===== src/hdl/fpst_pkg.sv =====
// Shared types, codes and constants of the prefix-sum tree block.
package fpst_pkg;

    localparam int POS_W       = 11;
    localparam int DATA_W      = 32;
    localparam int WALK_W      = POS_W + 1;
    localparam int ADDR_MAX_W  = 16;
    localparam int TREE_SIZE_DEFAULT = 1024;

    localparam logic [POS_W-1:0] ACTIVE_SIZE_RESET = POS_W'(1024);

    localparam logic OP_ADD   = 1'b0;
    localparam logic OP_QUERY = 1'b1;

    typedef struct packed {
        logic              operation;
        logic [POS_W-1:0]  position;
        logic [DATA_W-1:0] delta;
    } fpst_in_t;

    typedef struct packed {
        logic [DATA_W-1:0] prefix_sum;
        logic              rejected;
    } fpst_out_t;

    typedef struct packed {
        logic                  we;
        logic [ADDR_MAX_W-1:0] addr;
        logic [DATA_W-1:0]     data;
    } fpst_wr_t;

    typedef struct packed {
        logic                  re;
        logic [ADDR_MAX_W-1:0] addr;
    } fpst_rd_t;

endpackage


===== src/hdl/fpst_ctrl.sv =====
// Tree walk sequencer, clearing pass, size register and output register.
module fpst_ctrl
    import fpst_pkg::*;
#(
    parameter int TREE_SIZE = TREE_SIZE_DEFAULT
) (
    input  logic              aclk,
    input  logic              aresetn,
    input  logic              cfg_we,
    input  logic [POS_W-1:0]  cfg_wdata,
    input  logic              s_valid,
    output logic              s_ready,
    input  fpst_in_t          s_data,
    output logic              m_valid,
    input  logic              m_ready,
    output fpst_out_t         m_data,
    output fpst_wr_t          wr,
    output fpst_rd_t          rd,
    input  logic [DATA_W-1:0] rdata
);

    localparam int AW = $clog2(TREE_SIZE);
    localparam int POS_MAX = (1 << POS_W) - 1;
    localparam logic [WALK_W-1:0] SIZE_CAP =
        (TREE_SIZE > POS_MAX) ? WALK_W'(POS_MAX) : WALK_W'(TREE_SIZE);
    localparam logic [AW-1:0] CLR_LAST = AW'(TREE_SIZE - 1);

    localparam logic [1:0] ST_CLEAR = 2'd0;
    localparam logic [1:0] ST_IDLE  = 2'd1;
    localparam logic [1:0] ST_WALK  = 2'd2;
    localparam logic [1:0] ST_DONE  = 2'd3;

    logic [1:0]        state_reg, state_next;
    logic [AW-1:0]     clr_reg, clr_next;
    logic [POS_W-1:0]  active_size_reg, active_size_next;
    logic [WALK_W-1:0] p_reg, p_next;
    logic [WALK_W-1:0] pend_addr_reg, pend_addr_next;
    logic              pend_reg, pend_next;
    logic              op_reg, op_next;
    logic [DATA_W-1:0] delta_reg, delta_next;
    logic [DATA_W-1:0] acc_reg, acc_next;
    logic              rej_reg, rej_next;
    logic              m_valid_reg, m_valid_next;
    fpst_out_t         m_data_reg, m_data_next;

    logic [WALK_W-1:0] lim;
    logic [WALK_W-1:0] pos_ext;
    logic [WALK_W-1:0] low_bit;
    logic [WALK_W-1:0] node_addr;
    logic              out_free;
    logic              issue;

    assign lim = ({1'b0, active_size_reg} < SIZE_CAP) ? {1'b0, active_size_reg} : SIZE_CAP;
    assign pos_ext   = {1'b0, s_data.position};
    assign low_bit   = p_reg & (~p_reg + WALK_W'(1));
    assign node_addr = p_reg - WALK_W'(1);
    assign out_free  = !m_valid_reg || m_ready;
    assign issue     = (p_reg != '0) && ((op_reg == OP_QUERY) || (p_reg <= lim));

    assign s_ready = (state_reg == ST_IDLE);
    assign m_valid = m_valid_reg;
    assign m_data  = m_data_reg;

    always_comb begin
        state_next       = state_reg;
        clr_next         = clr_reg;
        active_size_next = cfg_we ? cfg_wdata : active_size_reg;
        p_next           = p_reg;
        pend_next        = pend_reg;
        pend_addr_next   = pend_addr_reg;
        op_next          = op_reg;
        delta_next       = delta_reg;
        acc_next         = acc_reg;
        rej_next         = rej_reg;
        m_valid_next     = m_valid_reg && !m_ready;
        m_data_next      = m_data_reg;
        wr               = '0;
        rd               = '0;
        unique case (state_reg)
            ST_CLEAR: begin
                wr.we    = 1'b1;
                wr.addr  = ADDR_MAX_W'(clr_reg);
                wr.data  = '0;
                clr_next = clr_reg + AW'(1);
                if (clr_reg == CLR_LAST) begin
                    state_next = ST_IDLE;
                end
            end
            ST_IDLE: begin
                if (s_valid) begin
                    op_next    = s_data.operation;
                    delta_next = s_data.delta;
                    acc_next   = '0;
                    rej_next   = 1'b0;
                    pend_next  = 1'b0;
                    if (s_data.operation == OP_QUERY) begin
                        p_next     = (pos_ext > lim) ? lim : pos_ext;
                        state_next = ST_WALK;
                    end else if ((pos_ext == '0) || (pos_ext > lim)) begin
                        rej_next   = 1'b1;
                        state_next = ST_DONE;
                    end else begin
                        p_next     = pos_ext;
                        state_next = ST_WALK;
                    end
                end
            end
            ST_WALK: begin
                if (pend_reg) begin
                    if (op_reg == OP_QUERY) begin
                        acc_next = acc_reg + rdata;
                    end else begin
                        wr.we   = 1'b1;
                        wr.addr = ADDR_MAX_W'(pend_addr_reg);
                        wr.data = rdata + delta_reg;
                    end
                end
                if (issue) begin
                    rd.re          = 1'b1;
                    rd.addr        = ADDR_MAX_W'(node_addr);
                    pend_next      = 1'b1;
                    pend_addr_next = node_addr;
                    p_next = (op_reg == OP_QUERY) ? p_reg - low_bit : p_reg + low_bit;
                end else begin
                    pend_next = 1'b0;
                    if (!pend_reg) begin
                        if (out_free) begin
                            m_valid_next           = 1'b1;
                            m_data_next.prefix_sum = acc_reg;
                            m_data_next.rejected   = rej_reg;
                            state_next             = ST_IDLE;
                        end else begin
                            state_next = ST_DONE;
                        end
                    end
                end
            end
            ST_DONE: begin
                if (out_free) begin
                    m_valid_next           = 1'b1;
                    m_data_next.prefix_sum = acc_reg;
                    m_data_next.rejected   = rej_reg;
                    state_next             = ST_IDLE;
                end
            end
            default: begin
                state_next = ST_CLEAR;
            end
        endcase
    end

    always_ff @(posedge aclk) begin
        if (!aresetn) begin
            state_reg       <= ST_CLEAR;
            clr_reg         <= '0;
            active_size_reg <= ACTIVE_SIZE_RESET;
            pend_reg        <= 1'b0;
            m_valid_reg     <= 1'b0;
        end else begin
            state_reg       <= state_next;
            clr_reg         <= clr_next;
            active_size_reg <= active_size_next;
            pend_reg        <= pend_next;
            m_valid_reg     <= m_valid_next;
        end
    end

    always_ff @(posedge aclk) begin
        p_reg         <= p_next;
        pend_addr_reg <= pend_addr_next;
        op_reg        <= op_next;
        delta_reg     <= delta_next;
        acc_reg       <= acc_next;
        rej_reg       <= rej_next;
        m_data_reg    <= m_data_next;
    end

`ifndef SYNTH
    a_no_same_entry: assert property (@(posedge aclk) disable iff (!aresetn)
        (wr.we && rd.re) |-> (wr.addr != rd.addr))
        else $error("write and read hit the same tree node");

    a_pend_in_range: assert property (@(posedge aclk) disable iff (!aresetn)
        pend_reg |-> (pend_addr_reg < SIZE_CAP))
        else $error("pending read beyond the tree");

    a_reject_zero_sum: assert property (@(posedge aclk) disable iff (!aresetn)
        m_valid_reg |-> !(m_data_reg.rejected && (m_data_reg.prefix_sum != '0)))
        else $error("rejected item carries a nonzero sum");

    a_walk_bounded: assert property (@(posedge aclk) disable iff (!aresetn)
        ((state_reg == ST_WALK) && (op_reg == OP_ADD)) |-> (p_reg <= {lim[WALK_W-2:0], 1'b0}))
        else $error("update walk ran past twice the bound");
`endif

endmodule


===== config.mk =====
export PLATFORM = sky130hd
export DESIGN_NAME = fpst_ctrl
export DESIGN_NICKNAME = d
export VERILOG_FILES = /design/src/hdl/fpst_pkg.sv /design/src/hdl/fpst_ctrl.sv
export SDC_FILE = /design/constraint.sdc
export NUM_CORES = 1
export LEC_CHECK = 0
export BUFFER_PORTS_ARGS = -buffer_cell sky130_fd_sc_hd__buf_2
export CORE_ASPECT_RATIO = 0.75
export CORE_MARGIN = 2
export CORE_UTILIZATION = 41
export CTS_CLUSTER_SIZE = 8
export DETAILED_ROUTE_END_ITERATION = 8
export SYNTH_ARGS = -nofsm -noshare
export SYNTH_HDL_FRONTEND = slang
export SYNTH_SLANG_ARGS = --single-unit

===== constraint.sdc =====
create_clock -name aclk -period 4.05 [get_ports aclk]
set_input_delay 0.2025 -clock aclk [delete_from_list [all_inputs] [get_ports aclk]]
set_output_delay 0.2025 -clock aclk [all_outputs]
set_load 0.005 [all_outputs]

==> impl_metrics.ini <==
[outcome]
status = completed

[clocking]
cts_setup_buffers = 0
post_cts_resized = 0
clkTransAtPathRegs_ps = 60
cts_buffers = 17
cts_buffer_depth = 2
cts_sinks = 148
clock_latency_ps = 430
cts_tree = done
cts_root_buf = clkbuf_16
htreeDepth = 4

[drt]
drtAntennaViolNets = 0
totalWireLength_um = 29040
drc = 0
routedWlPerCell_um = 17.64
drt_first_iter_violations = 571
drtPass1Iterations = 5
vias = 8904
viasPerCell = 5.409

[pwr]
p_total_w = 0.003678
leakage_nw = 5.390
powerDensity_nw_per_um2 = 290.3
irDropWorstVdd_mv = 0.2882

[floorplanning]
dieHeight_um = 142.5
io_pins = 193
fp-row-count = 50
start_util_pct = 41.88
core_um2 = 25020
die_w_um = 188.6
die_area_um2 = 26870

[global_route]
grtUsageTotal_pct = 21.50
grt_antenna_before_repair = 1
grt_pass1_wl_um = 44570
grt_overflow = 0
grt_max_degree = 52
grt_pass1_vias = 8080

[yosys]
netlist_top_cells_area = edfxtp_1 35%, ha_1 12%, dfxtp_1 4.8%
synthArstFlopShare_pct = 0
yosysTopAreaCell = edfxtp_1
netlist.area_leader.share_pct = 35.24
yosysSeqAreaShare_pct = 40.01
ys_warn_count = 0
syn_area_um2 = 10480
yosys-top-cells-count = 123 x edfxtp_1, 103 x ha_1, 100 x nor2_1
synth-edff-count = 123
synth_cells = 1076
syn_area_per_cell_um2 = 9.741
yosysUniqueCellTypes = 81
synth_most_common_cell = edfxtp_1
ys_ff_latch = 148
synth_ff_type = edfxtp_1

[timing]
slew_violations = 0
finalSetupViolations = 0
worstMarginPinSlew_ps = 1039
tns_ps = 0
period_share_pct = 90.93
rsz0062_at_grt = no
fin_ws_ps = 367.4
finalHoldViolCount = 0
clock_skew_ps = 11.40
slew_headroom_pct = 30.75
fmax_ghz = 0.2715
fin_crit_ps = 3683

[setup_path]
setup.worst_path.end_class = output pin
critPathArrivalTime_ps = 3480
r2r_cells = 14
setup.worst_path.class = reg2out
cp.required_ps = 3850
cp-start-kind = register
critPathMaxFanout = 7

[hold_path]
hp-class = in2reg
hold_depth = 3

[place]
dp_hpwl_um = 21830
pre_cts_slack_ps = 613.9
io_buffers = 184
placed_area_um2 = 11780
place.gp.congestion = 0.9295

[layout]
largest_register_ff_count = 33
drive_gt1_share_pct = 18.99
final_util_pct = 50.64
area_delta_synth_final_pct = 20.90
postLayoutCellArea_um2 = 12670
layout.nets = 1490

[flow_run]
drv_cap = 0
## layout make-up
class	instances	area, um2
Antenna cell	2	5.005
Inverter	48	180.2
Tap cell	338	422.9
Sequential cell	148	4194
Fill cell	2331	12350
Multi-Input combinational cell	851	5972
Timing Repair Buffer	227	1339
Clock inverter	6	80.08
Clock buffer	26	479.2
## worst paths after layout
check	startpoint	endpoint	slack, ps
worst max-delay path	delta_reg[15]	wr[30]	370
worst min-delay path	cfg_wdata[10]	active_size_reg[10]	10
worst max register to register	p_reg[1]	p_reg[11]	520
worst min register to register	rej_reg	m_data[0]	430
## where the power goes
group          internal [W]  switching, W  leakage (nW)
clock network      0.000937      0.000641         0.276
registers           0.00164    0.00000753          1.30
logic              0.000209      0.000241          3.82
## per-layer routing
metal / up-vias / part of all wire [%] / global-route usage, %
met2: 303 / 41 / 30.28
met4: 0 / 1.1 / 5.592
met5: - / 0 / 0
met3: 26 / 6.3 / 4.315
met1: 4206 / 51 / 33.10
li1: 4369 / - / -
## layout by cell type (no fill, tap or decap), types with 38 or more instances in the layout
| cell type | instances |
|---|---|
| buf_2 | 184 |
| edfxtp_1 | 123 |
| ha_1 | 103 |
| nor2_1 | 100 |
| nand2_1 | 80 |
| a21oi_1 | 60 |
| o21ai_0 | 48 |
| inv_1 | 47 |
| xnor2_1 | 45 |
| a21o_1 | 38 |
## critical path, cell delays in order (launching register included)
cell	delay [ps]
edfxtp_1	380
ha_1	420
a21oi_1	220
o21ai_0	150
o41ai_1	560
o22ai_1	180
a211oi_2	460
nor3_1	120
o22ai_1	210
mux2i_1	210
buf_2	130
## kinds of logic after synthesis
family	after synthesis	synth area share, %
simple gates	377	18.10
compound gates	262	17.09
flops	148	40.01
fa+ha+maj	105	12.68
buf+inv	84	3.498
xor+xnor	74	6.184
mux	25	2.399
other cells	1	0.03578
## through the flow
| stage | instances | hold WS (ps) |
|---|---|---|
| 2_1_floorplan | 1083 | 301.4 |
| 3_3_place_gp | 1579 | 379.7 |
| 3_5_place_dp | 1579 | 380.6 |
| 4_1_cts | 1643 | 0.6341 |
| 5_1_grt | 1645 | 12.27 |
| 6_report | 1646 | 9.977 |
## what timing repair did
| item | in CTS | in global routing |
|---|---|---|
| setup endpoints to repair | 0 | 0 |
| hold buffers | 32 | 1 |
| endpoints found under the hold margin | 32 | 1 |
Power figures use the tool's default switching activity.
